===== src/rtl/core/bisection_cubic_root_finder_core_macros.svh =====
// ----------------------------------------------------------------------------
// Assertion macros for the bisection cubic root finder
// Shared property shorthands used by the evaluator and the core modules.
// ----------------------------------------------------------------------------
`ifndef BISECTION_CUBIC_ROOT_FINDER_CORE_MACROS_SVH
`define BISECTION_CUBIC_ROOT_FINDER_CORE_MACROS_SVH

// The consequent must hold in the same cycle as the antecedent.
`define BCRF_ASSERT(label, clk, rst_n, ante, cons, msg) \
    label: assert property (@(posedge clk) disable iff (!rst_n) (ante) |-> (cons)) \
        else $error(msg);

// The consequent must hold in the cycle after the antecedent.
`define BCRF_ASSERT_NEXT(label, clk, rst_n, ante, cons, msg) \
    label: assert property (@(posedge clk) disable iff (!rst_n) (ante) |=> (cons)) \
        else $error(msg);

`endif


===== src/rtl/core/bcrf_pkg.sv =====
// ----------------------------------------------------------------------------
// Bisection cubic root finder package
// Widths, register map, status codes, reset values and shared types.
// ----------------------------------------------------------------------------
`timescale 1ns / 1ps

package bcrf_pkg;

    localparam int Q_W       = 24;
    localparam int COEF_W    = 32;
    localparam int TOL_W     = 16;
    localparam int ITER_W    = 7;
    localparam int STATUS_W  = 2;
    localparam int LIMB_W    = 32;
    localparam int PROD_W    = LIMB_W + 1 + Q_W;
    localparam int ACC_W     = 108;
    localparam int ADDR_W    = 5;
    localparam int DATA_W    = 32;
    localparam int REG_IDX_W = 3;

    localparam logic [1:0] LAST_STEP = 2'd2;

    localparam logic [STATUS_W-1:0] STATUS_CONVERGED = 2'd0;
    localparam logic [STATUS_W-1:0] STATUS_NO_CHANGE = 2'd1;
    localparam logic [STATUS_W-1:0] STATUS_CAP       = 2'd2;

    localparam logic [REG_IDX_W-1:0] REG_COEF_CUBE   = 3'd0;
    localparam logic [REG_IDX_W-1:0] REG_COEF_SQUARE = 3'd1;
    localparam logic [REG_IDX_W-1:0] REG_COEF_LINEAR = 3'd2;
    localparam logic [REG_IDX_W-1:0] REG_COEF_CONST  = 3'd3;
    localparam logic [REG_IDX_W-1:0] REG_REL_TOL     = 3'd4;

    localparam logic [COEF_W-1:0] COEF_CUBE_RST   = 32'h0002_0000;
    localparam logic [COEF_W-1:0] COEF_SQUARE_RST = 32'h0000_0000;
    localparam logic [COEF_W-1:0] COEF_LINEAR_RST = 32'h0003_0000;
    localparam logic [COEF_W-1:0] COEF_CONST_RST  = 32'hFFFF_0000;
    localparam logic [TOL_W-1:0]  REL_TOL_RST     = 16'd66;

    typedef struct packed {
        logic [COEF_W-1:0] cube;
        logic [COEF_W-1:0] square;
        logic [COEF_W-1:0] linear;
        logic [COEF_W-1:0] bias;
        logic [TOL_W-1:0]  tol;
    } cfg_t;

    typedef struct packed {
        logic           start;
        logic [Q_W-1:0] x;
    } eval_req_t;

    typedef struct packed {
        logic done;
        logic neg;
        logic zero;
    } eval_rsp_t;

endpackage


===== src/rtl/core/bcrf_regs.sv =====
// ----------------------------------------------------------------------------
// Configuration register file
// APB-style access to the four cubic coefficients and the tolerance.
// ----------------------------------------------------------------------------
`timescale 1ns / 1ps

module bcrf_regs
    import bcrf_pkg::*;
(
    input  logic              clk,
    input  logic              rst_n,
    input  logic              psel,
    input  logic              penable,
    input  logic              pwrite,
    input  logic [ADDR_W-1:0] paddr,
    input  logic [DATA_W-1:0] pwdata,
    output logic [DATA_W-1:0] prdata,
    output logic              pready,
    output cfg_t              cfg
);

    logic [REG_IDX_W-1:0] reg_idx;
    logic                 wr_en;
    cfg_t                 cfg_reg;
    cfg_t                 cfg_next;

    assign reg_idx = paddr[ADDR_W-1:2];
    assign wr_en   = psel && penable && pwrite;
    assign pready  = 1'b1;
    assign cfg     = cfg_reg;

    always_comb
    begin
        cfg_next = cfg_reg;
        if (wr_en)
        begin
            unique case (reg_idx)
                REG_COEF_CUBE:   cfg_next.cube   = pwdata;
                REG_COEF_SQUARE: cfg_next.square = pwdata;
                REG_COEF_LINEAR: cfg_next.linear = pwdata;
                REG_COEF_CONST:  cfg_next.bias   = pwdata;
                REG_REL_TOL:     cfg_next.tol    = pwdata[TOL_W-1:0];
                default:         cfg_next = cfg_reg;
            endcase
        end
    end

    always_comb
    begin
        unique case (reg_idx)
            REG_COEF_CUBE:   prdata = cfg_reg.cube;
            REG_COEF_SQUARE: prdata = cfg_reg.square;
            REG_COEF_LINEAR: prdata = cfg_reg.linear;
            REG_COEF_CONST:  prdata = cfg_reg.bias;
            REG_REL_TOL:     prdata = {{(DATA_W-TOL_W){1'b0}}, cfg_reg.tol};
            default:         prdata = '0;
        endcase
    end

    always_ff @(posedge clk or negedge rst_n)
    begin
        if (!rst_n)
        begin
            cfg_reg.cube   <= COEF_CUBE_RST;
            cfg_reg.square <= COEF_SQUARE_RST;
            cfg_reg.linear <= COEF_LINEAR_RST;
            cfg_reg.bias   <= COEF_CONST_RST;
            cfg_reg.tol    <= REL_TOL_RST;
        end
        else
        begin
            cfg_reg <= cfg_next;
        end
    end

endmodule


===== src/rtl/core/bcrf_cubic_eval.sv =====
// ----------------------------------------------------------------------------
// Cubic sign evaluator
// Exact Horner evaluation of the cubic on one shared 33x24 multiplier,
// one 32-bit limb per multiply, reporting only the sign of the result.
// ----------------------------------------------------------------------------
`timescale 1ns / 1ps
`include "bisection_cubic_root_finder_core_macros.svh"

module bcrf_cubic_eval
    import bcrf_pkg::*;
(
    input  logic      clk,
    input  logic      rst_n,
    input  eval_req_t req,
    input  cfg_t      cfg,
    output eval_rsp_t rsp
);

    localparam logic [2:0] E_IDLE = 3'd0;
    localparam logic [2:0] E_MUL  = 3'd1;
    localparam logic [2:0] E_ADD  = 3'd2;
    localparam logic [2:0] E_COEF = 3'd3;
    localparam logic [2:0] E_DONE = 3'd4;

    logic [2:0]               state_reg;
    logic [2:0]               state_next;
    logic [1:0]               step_reg;
    logic [1:0]               step_next;
    logic [1:0]               limb_reg;
    logic [1:0]               limb_next;
    logic [ACC_W-1:0]         acc_reg;
    logic [ACC_W-1:0]         acc_next;
    logic [ACC_W-1:0]         res_reg;
    logic [ACC_W-1:0]         res_next;
    logic [ACC_W-1:0]         coef_term;
    logic [Q_W-1:0]           x_reg;
    logic [Q_W-1:0]           x_next;
    logic signed [PROD_W-1:0] prod_reg;
    logic signed [PROD_W-1:0] prod_next;
    logic [LIMB_W-1:0]        limb_bits;
    logic signed [LIMB_W:0]   limb_op;

    always_comb
    begin
        case (limb_reg)
            2'd0:    limb_bits = acc_reg[LIMB_W-1:0];
            2'd1:    limb_bits = acc_reg[2*LIMB_W-1:LIMB_W];
            default: limb_bits = acc_reg[3*LIMB_W-1:2*LIMB_W];
        endcase
        limb_op   = {(limb_reg == step_reg) ? limb_bits[LIMB_W-1] : 1'b0, limb_bits};
        prod_next = limb_op * $signed(x_reg);
    end

    always_comb
    begin
        case (step_reg)
            2'd0:    coef_term = {{(ACC_W-COEF_W-16){cfg.square[COEF_W-1]}}, cfg.square, 16'b0};
            2'd1:    coef_term = {{(ACC_W-COEF_W-32){cfg.linear[COEF_W-1]}}, cfg.linear, 32'b0};
            default: coef_term = {{(ACC_W-COEF_W-48){cfg.bias[COEF_W-1]}}, cfg.bias, 48'b0};
        endcase
    end

    always_comb
    begin
        state_next = state_reg;
        step_next  = step_reg;
        limb_next  = limb_reg;
        acc_next   = acc_reg;
        res_next   = res_reg;
        x_next     = x_reg;
        unique case (state_reg)
            E_IDLE:
            begin
                if (req.start)
                begin
                    acc_next   = {{(ACC_W-COEF_W){cfg.cube[COEF_W-1]}}, cfg.cube};
                    res_next   = '0;
                    x_next     = req.x;
                    step_next  = 2'd0;
                    limb_next  = 2'd0;
                    state_next = E_MUL;
                end
            end
            E_MUL:
            begin
                state_next = E_ADD;
            end
            E_ADD:
            begin
                res_next = (res_reg << LIMB_W)
                         + {{(ACC_W-PROD_W){prod_reg[PROD_W-1]}}, prod_reg};
                if (limb_reg == 2'd0)
                begin
                    state_next = E_COEF;
                end
                else
                begin
                    limb_next  = limb_reg - 2'd1;
                    state_next = E_MUL;
                end
            end
            E_COEF:
            begin
                acc_next = res_reg + coef_term;
                res_next = '0;
                if (step_reg == LAST_STEP)
                begin
                    state_next = E_DONE;
                end
                else
                begin
                    step_next  = step_reg + 2'd1;
                    limb_next  = step_reg + 2'd1;
                    state_next = E_MUL;
                end
            end
            E_DONE:
            begin
                state_next = E_IDLE;
            end
            default:
            begin
                state_next = E_IDLE;
            end
        endcase
    end

    always_ff @(posedge clk or negedge rst_n)
    begin
        if (!rst_n)
        begin
            state_reg <= E_IDLE;
            step_reg  <= 2'd0;
            limb_reg  <= 2'd0;
        end
        else
        begin
            state_reg <= state_next;
            step_reg  <= step_next;
            limb_reg  <= limb_next;
        end
    end

    always_ff @(posedge clk)
    begin
        acc_reg  <= acc_next;
        res_reg  <= res_next;
        x_reg    <= x_next;
        prod_reg <= prod_next;
    end

    assign rsp.done = (state_reg == E_DONE);
    assign rsp.neg  = acc_reg[ACC_W-1];
    assign rsp.zero = (acc_reg == '0);

    `BCRF_ASSERT(a_start_when_idle, clk, rst_n, req.start, state_reg == E_IDLE, "start while busy")
    `BCRF_ASSERT(a_limb_in_range, clk, rst_n, state_reg == E_MUL || state_reg == E_ADD, limb_reg <= step_reg, "limb beyond step")
    `BCRF_ASSERT_NEXT(a_done_single, clk, rst_n, rsp.done, !rsp.done, "done longer than one cycle")

endmodule


===== src/rtl/core/bisection_cubic_root_finder_core.sv =====
// ----------------------------------------------------------------------------
// Bisection cubic root finder
// Finds a root of a programmable cubic inside a bracket by bisection.
//
// A request carries lower_bound and upper_bound (signed Q8.16) on a
// valid/ready channel. The user must write the cubic coefficients and the
// relative tolerance through the APB-style port only while the block is idle;
// the block does not enforce this. Reset loads 2, 0, 3, -1 and a tolerance
// of 66/65536, and leaves both channels empty. The block takes one request
// at a time. Both ends are evaluated first; when both values are non-zero
// with the same sign, the result goes out with no bisection step. Otherwise
// each bisection step is one pass of the cubic evaluator (six limb multiplies
// on one shared 33x24 multiplier, each followed by an accumulate, three
// coefficient adds and a done state) and a check state, up to MAX_ITER steps.
// The block is ready for the next request once the result is registered.
// The result sits in an output register, so a stalled receiver does not block
// the next request; the block only waits when a new result is ready while the
// previous one is still unclaimed.
// ----------------------------------------------------------------------------
`timescale 1ns / 1ps
`include "bisection_cubic_root_finder_core_macros.svh"

module bisection_cubic_root_finder_core
    import bcrf_pkg::*;
#(
    parameter int MAX_ITER = 40
)
(
    input  logic                clk,
    input  logic                rst_n,
    input  logic                psel,
    input  logic                penable,
    input  logic                pwrite,
    input  logic [ADDR_W-1:0]   paddr,
    input  logic [DATA_W-1:0]   pwdata,
    output logic [DATA_W-1:0]   prdata,
    output logic                pready,
    input  logic                in_valid,
    output logic                in_ready,
    input  logic [Q_W-1:0]      lower_bound,
    input  logic [Q_W-1:0]      upper_bound,
    output logic                out_valid,
    input  logic                out_ready,
    output logic [Q_W-1:0]      root,
    output logic [ITER_W-1:0]   iterations,
    output logic [STATUS_W-1:0] status
);

    localparam logic [2:0] T_IDLE     = 3'd0;
    localparam logic [2:0] T_LO_GO    = 3'd1;
    localparam logic [2:0] T_LO_WAIT  = 3'd2;
    localparam logic [2:0] T_HI_GO    = 3'd3;
    localparam logic [2:0] T_HI_WAIT  = 3'd4;
    localparam logic [2:0] T_CHECK    = 3'd5;
    localparam logic [2:0] T_MID_WAIT = 3'd6;
    localparam logic [2:0] T_OUT      = 3'd7;

    cfg_t      cfg;
    eval_req_t eval_req;
    eval_rsp_t eval_rsp;

    logic [2:0]          state_reg;
    logic [2:0]          state_next;
    logic [Q_W-1:0]      lo_reg;
    logic [Q_W-1:0]      lo_next;
    logic [Q_W-1:0]      hi_reg;
    logic [Q_W-1:0]      hi_next;
    logic [Q_W-1:0]      mid_reg;
    logic [Q_W-1:0]      mid_next;
    logic [ITER_W-1:0]   iters_reg;
    logic [ITER_W-1:0]   iters_next;
    logic [STATUS_W-1:0] status_reg;
    logic [STATUS_W-1:0] status_next;
    logic                sl_neg_reg;
    logic                sl_neg_next;
    logic                sl_zero_reg;
    logic                sl_zero_next;

    logic                out_valid_reg;
    logic                out_valid_next;
    logic [Q_W-1:0]      root_reg;
    logic [ITER_W-1:0]   iter_out_reg;
    logic [STATUS_W-1:0] status_out_reg;
    logic                out_load;

    logic [Q_W:0]        mid_sum;
    logic [Q_W-1:0]      mid_calc;
    logic [Q_W:0]        diff;
    logic [Q_W:0]        abs_diff;
    logic [Q_W-1:0]      abs_hi;
    logic [Q_W+16:0]     lhs;
    logic [Q_W+15:0]     rhs;
    logic                not_conv;
    logic                cap_hit;
    logic                go_on;

    bcrf_regs u_regs (
        .clk     (clk),
        .rst_n   (rst_n),
        .psel    (psel),
        .penable (penable),
        .pwrite  (pwrite),
        .paddr   (paddr),
        .pwdata  (pwdata),
        .prdata  (prdata),
        .pready  (pready),
        .cfg     (cfg)
    );

    bcrf_cubic_eval u_eval (
        .clk   (clk),
        .rst_n (rst_n),
        .req   (eval_req),
        .cfg   (cfg),
        .rsp   (eval_rsp)
    );

    always_comb
    begin
        mid_sum  = {lo_reg[Q_W-1], lo_reg} + {hi_reg[Q_W-1], hi_reg};
        mid_calc = mid_sum[Q_W:1];
        diff     = {hi_reg[Q_W-1], hi_reg} - {lo_reg[Q_W-1], lo_reg};
        abs_diff = diff[Q_W] ? (~diff + 1'b1) : diff;
        abs_hi   = hi_reg[Q_W-1] ? (~hi_reg + 1'b1) : hi_reg;
        lhs      = {abs_diff, 16'b0};
        rhs      = cfg.tol * abs_hi;
        not_conv = lhs > {1'b0, rhs};
        cap_hit  = iters_reg >= ITER_W'(MAX_ITER);
        go_on    = not_conv && !cap_hit;
    end

    always_comb
    begin
        eval_req.start = (state_reg == T_LO_GO) || (state_reg == T_HI_GO)
                       || ((state_reg == T_CHECK) && go_on);
        case (state_reg)
            T_LO_GO: eval_req.x = lo_reg;
            T_HI_GO: eval_req.x = hi_reg;
            default: eval_req.x = mid_calc;
        endcase
    end

    assign in_ready = (state_reg == T_IDLE);
    assign out_load = (state_reg == T_OUT) && (!out_valid_reg || out_ready);

    always_comb
    begin
        state_next   = state_reg;
        lo_next      = lo_reg;
        hi_next      = hi_reg;
        mid_next     = mid_reg;
        iters_next   = iters_reg;
        status_next  = status_reg;
        sl_neg_next  = sl_neg_reg;
        sl_zero_next = sl_zero_reg;
        unique case (state_reg)
            T_IDLE:
            begin
                if (in_valid)
                begin
                    lo_next     = lower_bound;
                    hi_next     = upper_bound;
                    iters_next  = '0;
                    status_next = STATUS_CONVERGED;
                    mid_next    = '0;
                    state_next  = T_LO_GO;
                end
            end
            T_LO_GO:
            begin
                state_next = T_LO_WAIT;
            end
            T_LO_WAIT:
            begin
                if (eval_rsp.done)
                begin
                    sl_neg_next  = eval_rsp.neg;
                    sl_zero_next = eval_rsp.zero;
                    state_next   = T_HI_GO;
                end
            end
            T_HI_GO:
            begin
                state_next = T_HI_WAIT;
            end
            T_HI_WAIT:
            begin
                if (eval_rsp.done)
                begin
                    if (!sl_zero_reg && !eval_rsp.zero && (sl_neg_reg == eval_rsp.neg))
                    begin
                        mid_next    = '0;
                        status_next = STATUS_NO_CHANGE;
                        state_next  = T_OUT;
                    end
                    else
                    begin
                        mid_next   = mid_calc;
                        state_next = T_CHECK;
                    end
                end
            end
            T_CHECK:
            begin
                if (!not_conv)
                begin
                    status_next = STATUS_CONVERGED;
                    state_next  = T_OUT;
                end
                else if (cap_hit)
                begin
                    status_next = STATUS_CAP;
                    state_next  = T_OUT;
                end
                else
                begin
                    mid_next   = mid_calc;
                    state_next = T_MID_WAIT;
                end
            end
            T_MID_WAIT:
            begin
                if (eval_rsp.done)
                begin
                    if (!sl_zero_reg && !eval_rsp.zero && (sl_neg_reg != eval_rsp.neg))
                    begin
                        hi_next = mid_reg;
                    end
                    else
                    begin
                        lo_next      = mid_reg;
                        sl_neg_next  = eval_rsp.neg;
                        sl_zero_next = eval_rsp.zero;
                    end
                    iters_next = iters_reg + 1'b1;
                    state_next = T_CHECK;
                end
            end
            T_OUT:
            begin
                if (out_load)
                begin
                    state_next = T_IDLE;
                end
            end
            default:
            begin
                state_next = T_IDLE;
            end
        endcase
    end

    always_comb
    begin
        if (out_load)
        begin
            out_valid_next = 1'b1;
        end
        else if (out_ready)
        begin
            out_valid_next = 1'b0;
        end
        else
        begin
            out_valid_next = out_valid_reg;
        end
    end

    always_ff @(posedge clk or negedge rst_n)
    begin
        if (!rst_n)
        begin
            state_reg     <= T_IDLE;
            iters_reg     <= '0;
            status_reg    <= STATUS_CONVERGED;
            out_valid_reg <= 1'b0;
        end
        else
        begin
            state_reg     <= state_next;
            iters_reg     <= iters_next;
            status_reg    <= status_next;
            out_valid_reg <= out_valid_next;
        end
    end

    always_ff @(posedge clk)
    begin
        lo_reg      <= lo_next;
        hi_reg      <= hi_next;
        mid_reg     <= mid_next;
        sl_neg_reg  <= sl_neg_next;
        sl_zero_reg <= sl_zero_next;
        if (out_load)
        begin
            root_reg       <= mid_reg;
            iter_out_reg   <= iters_reg;
            status_out_reg <= status_reg;
        end
    end

    assign out_valid  = out_valid_reg;
    assign root       = root_reg;
    assign iterations = iter_out_reg;
    assign status     = status_out_reg;

    `BCRF_ASSERT_NEXT(a_accept_starts_eval, clk, rst_n, in_valid && in_ready, state_reg == T_LO_GO, "request not started")
    `BCRF_ASSERT(a_iter_within_cap, clk, rst_n, 1'b1, iters_reg <= ITER_W'(MAX_ITER), "step count above cap")
    `BCRF_ASSERT(a_no_change_result, clk, rst_n, state_reg == T_OUT && status_reg == STATUS_NO_CHANGE, iters_reg == '0 && mid_reg == '0, "bad no sign change result")

endmodule


===== config.mk =====
export PLATFORM = sky130hd
export DESIGN_NAME = bisection_cubic_root_finder_core
export DESIGN_NICKNAME = d
export VERILOG_FILES = /design/src/rtl/core/bcrf_pkg.sv /design/src/rtl/core/bcrf_regs.sv /design/src/rtl/core/bcrf_cubic_eval.sv /design/src/rtl/core/bisection_cubic_root_finder_core.sv
export VERILOG_INCLUDE_DIRS = /design/src /design/src/rtl/core
export SDC_FILE = /design/constraint.sdc
export NUM_CORES = 2
export LEC_CHECK = 0
export BUFFER_PORTS_ARGS = -buffer_cell sky130_fd_sc_hd__buf_2
export CAP_MARGIN = 30
export CORE_ASPECT_RATIO = 2
export CORE_MARGIN = 8
export CORE_UTILIZATION = 55
export CTS_CLUSTER_SIZE = 8
export DETAILED_ROUTE_END_ITERATION = 8
export PLACE_DENSITY_LB_ADDON = 0.05
export SLEW_MARGIN = 10
export SYNTH_ARGS = -nofsm -noshare
export SYNTH_HDL_FRONTEND = slang
export SYNTH_SLANG_ARGS = --single-unit

===== constraint.sdc =====
create_clock -name clk -period 17.5 [get_ports clk]
set_input_delay 0.875 -clock clk [delete_from_list [all_inputs] [get_ports clk]]
set_output_delay 0.875 -clock clk [all_outputs]
set_load 0.03 [all_outputs]

# --- Word-level counts from Yosys, hierarchy flattened ---
# Index checks and enable logic that the tools add are counted.
word_totals:
  ff_bits: 568
  out_inout_bits: 68
  wordCells: 180
  in_bits: 92
classes:
  bitwise_logic: 2
  n_eq_ne: 35
  reduce_logical: 44
  add_sub_neg: 9
  n_mul: 2
  n_lt_le_gt_ge: 2
  n_mux: 62
op_table:
  columns: ["operator", "count"]
  rows:
  - ["$pmux W108 S2", 2]
  - ["$pmux W108 S3", 1]
  - ["$mux W24", 12]
  - ["$add A108 B108 Y108", 2]
  - ["$mux W108", 2]
  - ["$pmux W32 S5", 1]
  - ["$pmux W24 S2", 3]
  - ["$logic_not A108 Y1", 1]
  - ["$pmux W24 S3", 1]
  - ["$pmux W32 S2", 1]
  - ["$mul A33 B24 Y57", 1]
  - ["$gt A41 B40 Y1", 1]
  - ["$mul A16 B24 Y40", 1]
  - ["$ne A2 B2 Y1 const B", 13]
  - ["$add A24 B24 Y25", 1]
  - ["$add A25 B1 Y25 const B", 1]
  - ["$mux W25", 1]
  - ["$not A25 Y25", 1]
  - ["$sub A24 B24 Y25", 1]
  - ["$add A24 B1 Y24 const B", 1]
  - ["$not A24 Y24", 1]
  - ["$pmux W3 S8", 1]
  - ["$mux W3", 7]
  - ["$mux W2", 10]
  - ["other kinds (31)", 89]

# --- Logic depth before layout (Yosys ltp) ---
depth:
  ltp_word: 10
  ltp_mapped: 47
  mapped_depth_nobuf: 44

# --- By module ---
# Synthesis repeated with hierarchy kept, for this count alone.
unflattened:
  hier_cells: 8303
  area_unflattened_um2: 77297.9
modules_own_cells:
  columns: ["module", "cells_per_inst", "instances", "area_per_inst_um2", "seq_area_each_um2"]
  rows:
  - ["bcrf_cubic_eval", 5441, 1, 49462.4, 8523.2]
  - ["bisection_cubic_root_finder_core", 2432, 1, 21328.0, 3538.4]
  - ["bcrf_regs", 430, 1, 6507.5, 3629.7]

# --- Worst setup path before layout ---
# No wires, ideal clock.
synth_path:
  kind: "register to register"
  startpoint: "register hi_reg[0]"
  endpoint: "register u_eval.res_reg[0] (enable)"
  n_path_buf: 4
  setup_ns: 0.589
  stages_incl_launch_ff: 45
  slack_ns: 2.236
  period_less_slack_ns: 15.264
  required_ns: 16.911
  arrival_time_ns: 14.675
  path_cell_list: "edfxtp_1 -> clkbuf_1 -> clkbuf_1 -> inv_1 -> ha_1 -> nand2_1 -> or3_1 -> nand2b_1 -> o21ai_0 -> xnor2_1 -> clkbuf_1 -> nand2_1 -> fa_1 -> fa_1 -> inv_1 -> fa_1 -> inv_1 -> fa_1 -> [9 not listed] -> o21ai_0 -> o21bai_1 -> a21o_1 -> a21o_1 -> a21oi_1 -> xor2_1 -> ha_1 -> nand4_1 -> a2111oi_0 -> nand2_1 -> nor3_1 -> nand4_1 -> nor4_1 -> a31oi_1 -> a2111oi_1 -> o21ai_1 -> a31o_1 -> nor2b_1"
synth_between:
  elab_chain_cells: 10
  elab_cells_between_ends: 14
  classes_between: "add/sub (3); mul (1); order compare (1); eq/ne (1); mux (2); bitwise (2); reduce/logical (4)"
synth_rtl:
  columns: ["item", "line_no", "text"]
  rows:
  - ["start, declared", "bisection_cubic_root_finder_core.sv:66", "logic [Q_W-1:0] hi_reg;"]
  - ["start signal, assigned", "bisection_cubic_root_finder_core.sv:290", "hi_reg <= hi_next;"]
  - ["$not A24 Y24 or $sub A24 B24 Y25 (tied branches)", "bisection_cubic_root_finder_core.sv:124, bisection_cubic_root_finder_core.sv:122", null]
  - ["$add A24 B1 Y24 or $not A25 Y25 (tied branches)", "bisection_cubic_root_finder_core.sv:124, bisection_cubic_root_finder_core.sv:123", null]
  - ["$mux W24 or $add A25 B1 Y25 (tied branches)", "bisection_cubic_root_finder_core.sv:124, bisection_cubic_root_finder_core.sv:123", null]
  - ["$mul A16 B24 Y40 or $mux W25 (tied branches)", "bisection_cubic_root_finder_core.sv:126, bisection_cubic_root_finder_core.sv:123", null]
  - ["$gt A41 B40 Y1 (*)", "bisection_cubic_root_finder_core.sv:127", "not_conv = lhs > {1'b0, rhs};"]
  - ["$logic_and A1 B1 Y1 (*)", "bisection_cubic_root_finder_core.sv:129", "go_on = not_conv && !cap_hit;"]
  - ["$logic_and A1 B1 Y1 (*)", "bisection_cubic_root_finder_core.sv:135", "|| ((state_reg == T_CHECK) && go_on);"]
  - ["$logic_or A1 B1 Y1 (*)", "bisection_cubic_root_finder_core.sv:135", null]
  - ["$ne A2 B2 Y1 (no line) (*)", null, null]
  - ["$reduce_and A2 Y1 (no line) (*)", null, null]
  - ["end signal, assigned", "bcrf_cubic_eval.sv:147", "res_reg <= res_next;"]
  - ["end, declared", "bcrf_cubic_eval.sv:33", "logic [ACC_W-1:0] res_reg;"]
# Mark *: on every way between the ends. The rest lies on a longest branch, timed or not.
# A chain may end at the register's enable or synchronous reset.

# --- Worst setup path after layout ---
layout_path:
  startpoint: "register hi_reg[0]"
  endpoint: "register u_eval.res_reg[83] (enable)"
# The elaborated chain is that of the path after synthesis.

==> results.cfg <==
[run_status]
status = finished clean

[critical_path]
critPathLaunch = hi_reg[0]$_DFFE_PP_
rr_startpoint = hi_reg[0]$_DFFE_PP_
cpMostUsedCell = fa_1
path_class = reg2reg
crit_end = u_eval.res_reg[83]$_SDFFCE_PN0P_
reg2reg_depth = 44
cp_max_fo = 59
worst_setup_path_start_kind = flip-flop
slowest_delay_ns = 0.77
cp-end-kind = flip-flop
worst-endpoint-arrival_ns = 13.33
critPathSlowestCell = buf_4
r2r_slack_ns = 4.47
worst-endpoint-required_ns = 17.80
r2r-end = u_eval.res_reg[83]$_SDFFCE_PN0P_

[die]
rows = 194
die_w_um = 280.4
coreArea_um2 = 139300
die_area_um2 = 152800
die_h_um = 544.8
initial_utilization_pct = 55.19
pin_count = 160

[timing]
post-route-period-util_pct = 74.43
fin_crit_ns = 13.03
finalHoldViolCount = 0
finalSetupViolCount = 0
worstMarginPinSlew_ns = 1.163
fin_skew_ns = 0.06234
rsz0062_at_grt = false
clock.fmax_ghz = 0.07677
fin_tns_setup_ns = 0
slew_headroom_pct = 21.89
maxSlewViolCount = 0
setup_slack_ns = 4.474

[layout]
final_cells = 10229
multi_input_area_um2 = 55140
stdcell_area_um2 = 82340
largest_reg_flops = 144
fill_cells = 12582
nets = 9991
seq_area_um2 = 15690
drive_gt1_share_pct = 8.202
area_growth_pct = 7.078

[detailed_routing]
viasPerCell = 6.044
routed_wl_um = 270300
routedWlPerCell_um = 26.43
drt_first_pass_iters = 6
first_iter_violations = 4436
antenna_left = 0
route.detailed.drc = 0
vias = 61820

[synth]
synth-main-ff-cell = edfxtp_1
yosys.area.top_type = fa_1
synthArstFlopShare_pct = 28.87
synthTopCellsByCount = nand2_1, inv_1, fa_1
ys_top_cells_by_area = fa_1, edfxtp_1, ha_1, nand2_1, inv_1
ys_seq_area_share_pct = 20.40
synth_edf_count = 347
syn_avg_cell_area_um2 = 9.263
syn_inst = 8302
ys_ff_latch = 568
synthDominantCellAreaShare_pct = 29.03
yosysUniqueCellTypes = 107
synth_most_common_cell = nand2_1
yosys_warnings = 0
netlist_area_um2 = 76900
syn-num-nets = 10020

[clocking]
cts_sinks = 568
htree_levels = 3
cts_setup_buffers = 0
clk_pin_slew_ns = 0.05
cts_resized = 0
cts_tree = yes
clkLatencyLatePin_ns = 0.71
clockRootBuffer = clkbuf_16
cts_buffer_depth = 3
ctsHoldBuffers = 0
numCtsBuffers = 81

[job]
cap_viol_max_count = 0

[place]
place_hpwl_um = 214400
placed_cell_area_um2 = 79670
globalplace.congestion = 1.040
dp.cells = 10045
numPortBuffers = 156
place_ws_ns = 4.509

[global_route]
grt_max_degree = 80
grt_pass1_wl_um = 407000
gr-total-overflow = 0
grt_usage_pct = 35.75
antenna_found_initial = 26
grt_pass1_vias = 66471

[worst_hold_path]
hold_path.class = in2async
worst min path at each step:
| stage | startpoint | to | slack (ns) |
|---|---|---|---|
| 3_5_place_dp | mid_reg[12]$_DFFE_PP_ | root[12]$_DFFE_PP_ | 0.44 |
| 6_report | rst_n | iters_reg[5]$_DFFE_PN0P_ | 0.09 |
| 3_3_place_gp | mid_reg[20]$_DFFE_PP_ | root[20]$_DFFE_PP_ | 0.44 |
| 4_1_cts | rst_n | iters_reg[5]$_DFFE_PN0P_ | 0.07 |
| 2_1_floorplan | status_reg[1]$_DFFE_PN0P_ | status[1]$_DFFE_PP_ | 0.42 |
| 5_1_grt | rst_n | iters_reg[5]$_DFFE_PN0P_ | 0.10 |
worst max-delay path, delay by kind of cell (launching register included):
family / cells / cell delay [ns]
xor gates and xnor gates: 2 / 0.28
adders and majority gates: 9 / 3.93
DFF: 1 / 0.36
AOI/OAI and AO/OA: 15 / 3.67
buffers and inverters: 7 / 1.63
and+or+nand+nor: 11 / 2.64
cell usage in the layout, fill, tap and decap left out, types with 41 or more instances in the layout:
| cell | n |
|---|---|
| buf_4 | 137 |
| and3_1 | 53 |
| nand4_1 | 66 |
| or2_2 | 41 |
| dfrtp_1 | 142 |
| clkbuf_16 | 84 |
| o21ai_0 | 288 |
| nor3_1 | 74 |
| o21bai_1 | 54 |
| mux2_2 | 145 |
| clkbuf_1 | 58 |
| dfxtp_1 | 56 |
| a21oi_1 | 370 |
| ha_1 | 511 |
| and2_1 | 479 |
| fa_1 | 1115 |
| nor2b_1 | 52 |
| inv_1 | 1231 |
| o21a_1 | 61 |
| xnor2_1 | 201 |
| nand3_1 | 78 |
| nor2_1 | 296 |
| buf_2 | 157 |
| nor4_1 | 44 |
| edfxtp_1 | 347 |
| nand2_1 | 1257 |
| a21o_1 | 188 |
| xor2_1 | 106 |
routing by layer:
layer  share of wire (%)  track usage, %  up-vias  wire (um)
li1                    -               -    26949          -
met1                  34           38.31    31320      90920
met2                  50           62.68     2558     136300
met3                 6.1           5.206      979      16600
met4                 9.8           28.37       14      26430
met5               0.031               0        -         84
logic make-up (layout without fill, tap and decap cells):
logic type	count (synthesis)	count (layout)	share of synthesized area, %
compound gates	1372	1372	11.77
xor+xnor	311	311	3.552
fa+ha+maj	1626	1626	37.34
buf+inv	1652	1689	8.117
flops	568	568	20.40
mux	188	188	2.943
other cells	1	29	0.004876
simple gates	2584	2584	15.86
cell type report:
cell class | count | area share (%)
Sequential cell | 568 | 19.06
Multi-Input combinational cell | 6082 | 66.96
Timing Repair Buffer | 305 | 2.469
Tap cell | 1862 | 2.829
Inverter | 1235 | 5.630
Clock inverter | 8 | 0.2067
Clock buffer | 141 | 2.759
Antenna cell | 28 | 0.08509
per-stage QoR:
step | util, % | hold WS (ns)
floorplan | - | 0.4249
global placement | 57.13 | 0.4361
detailed placement | 57.18 | 0.4387
CTS | 58.94 | 0.07460
global route | 59.09 | 0.1011
finish | 59.10 | 0.08976
Power is not shown: default switching activity piles up to over one toggle a cycle in this logic, so the estimate is an artifact.
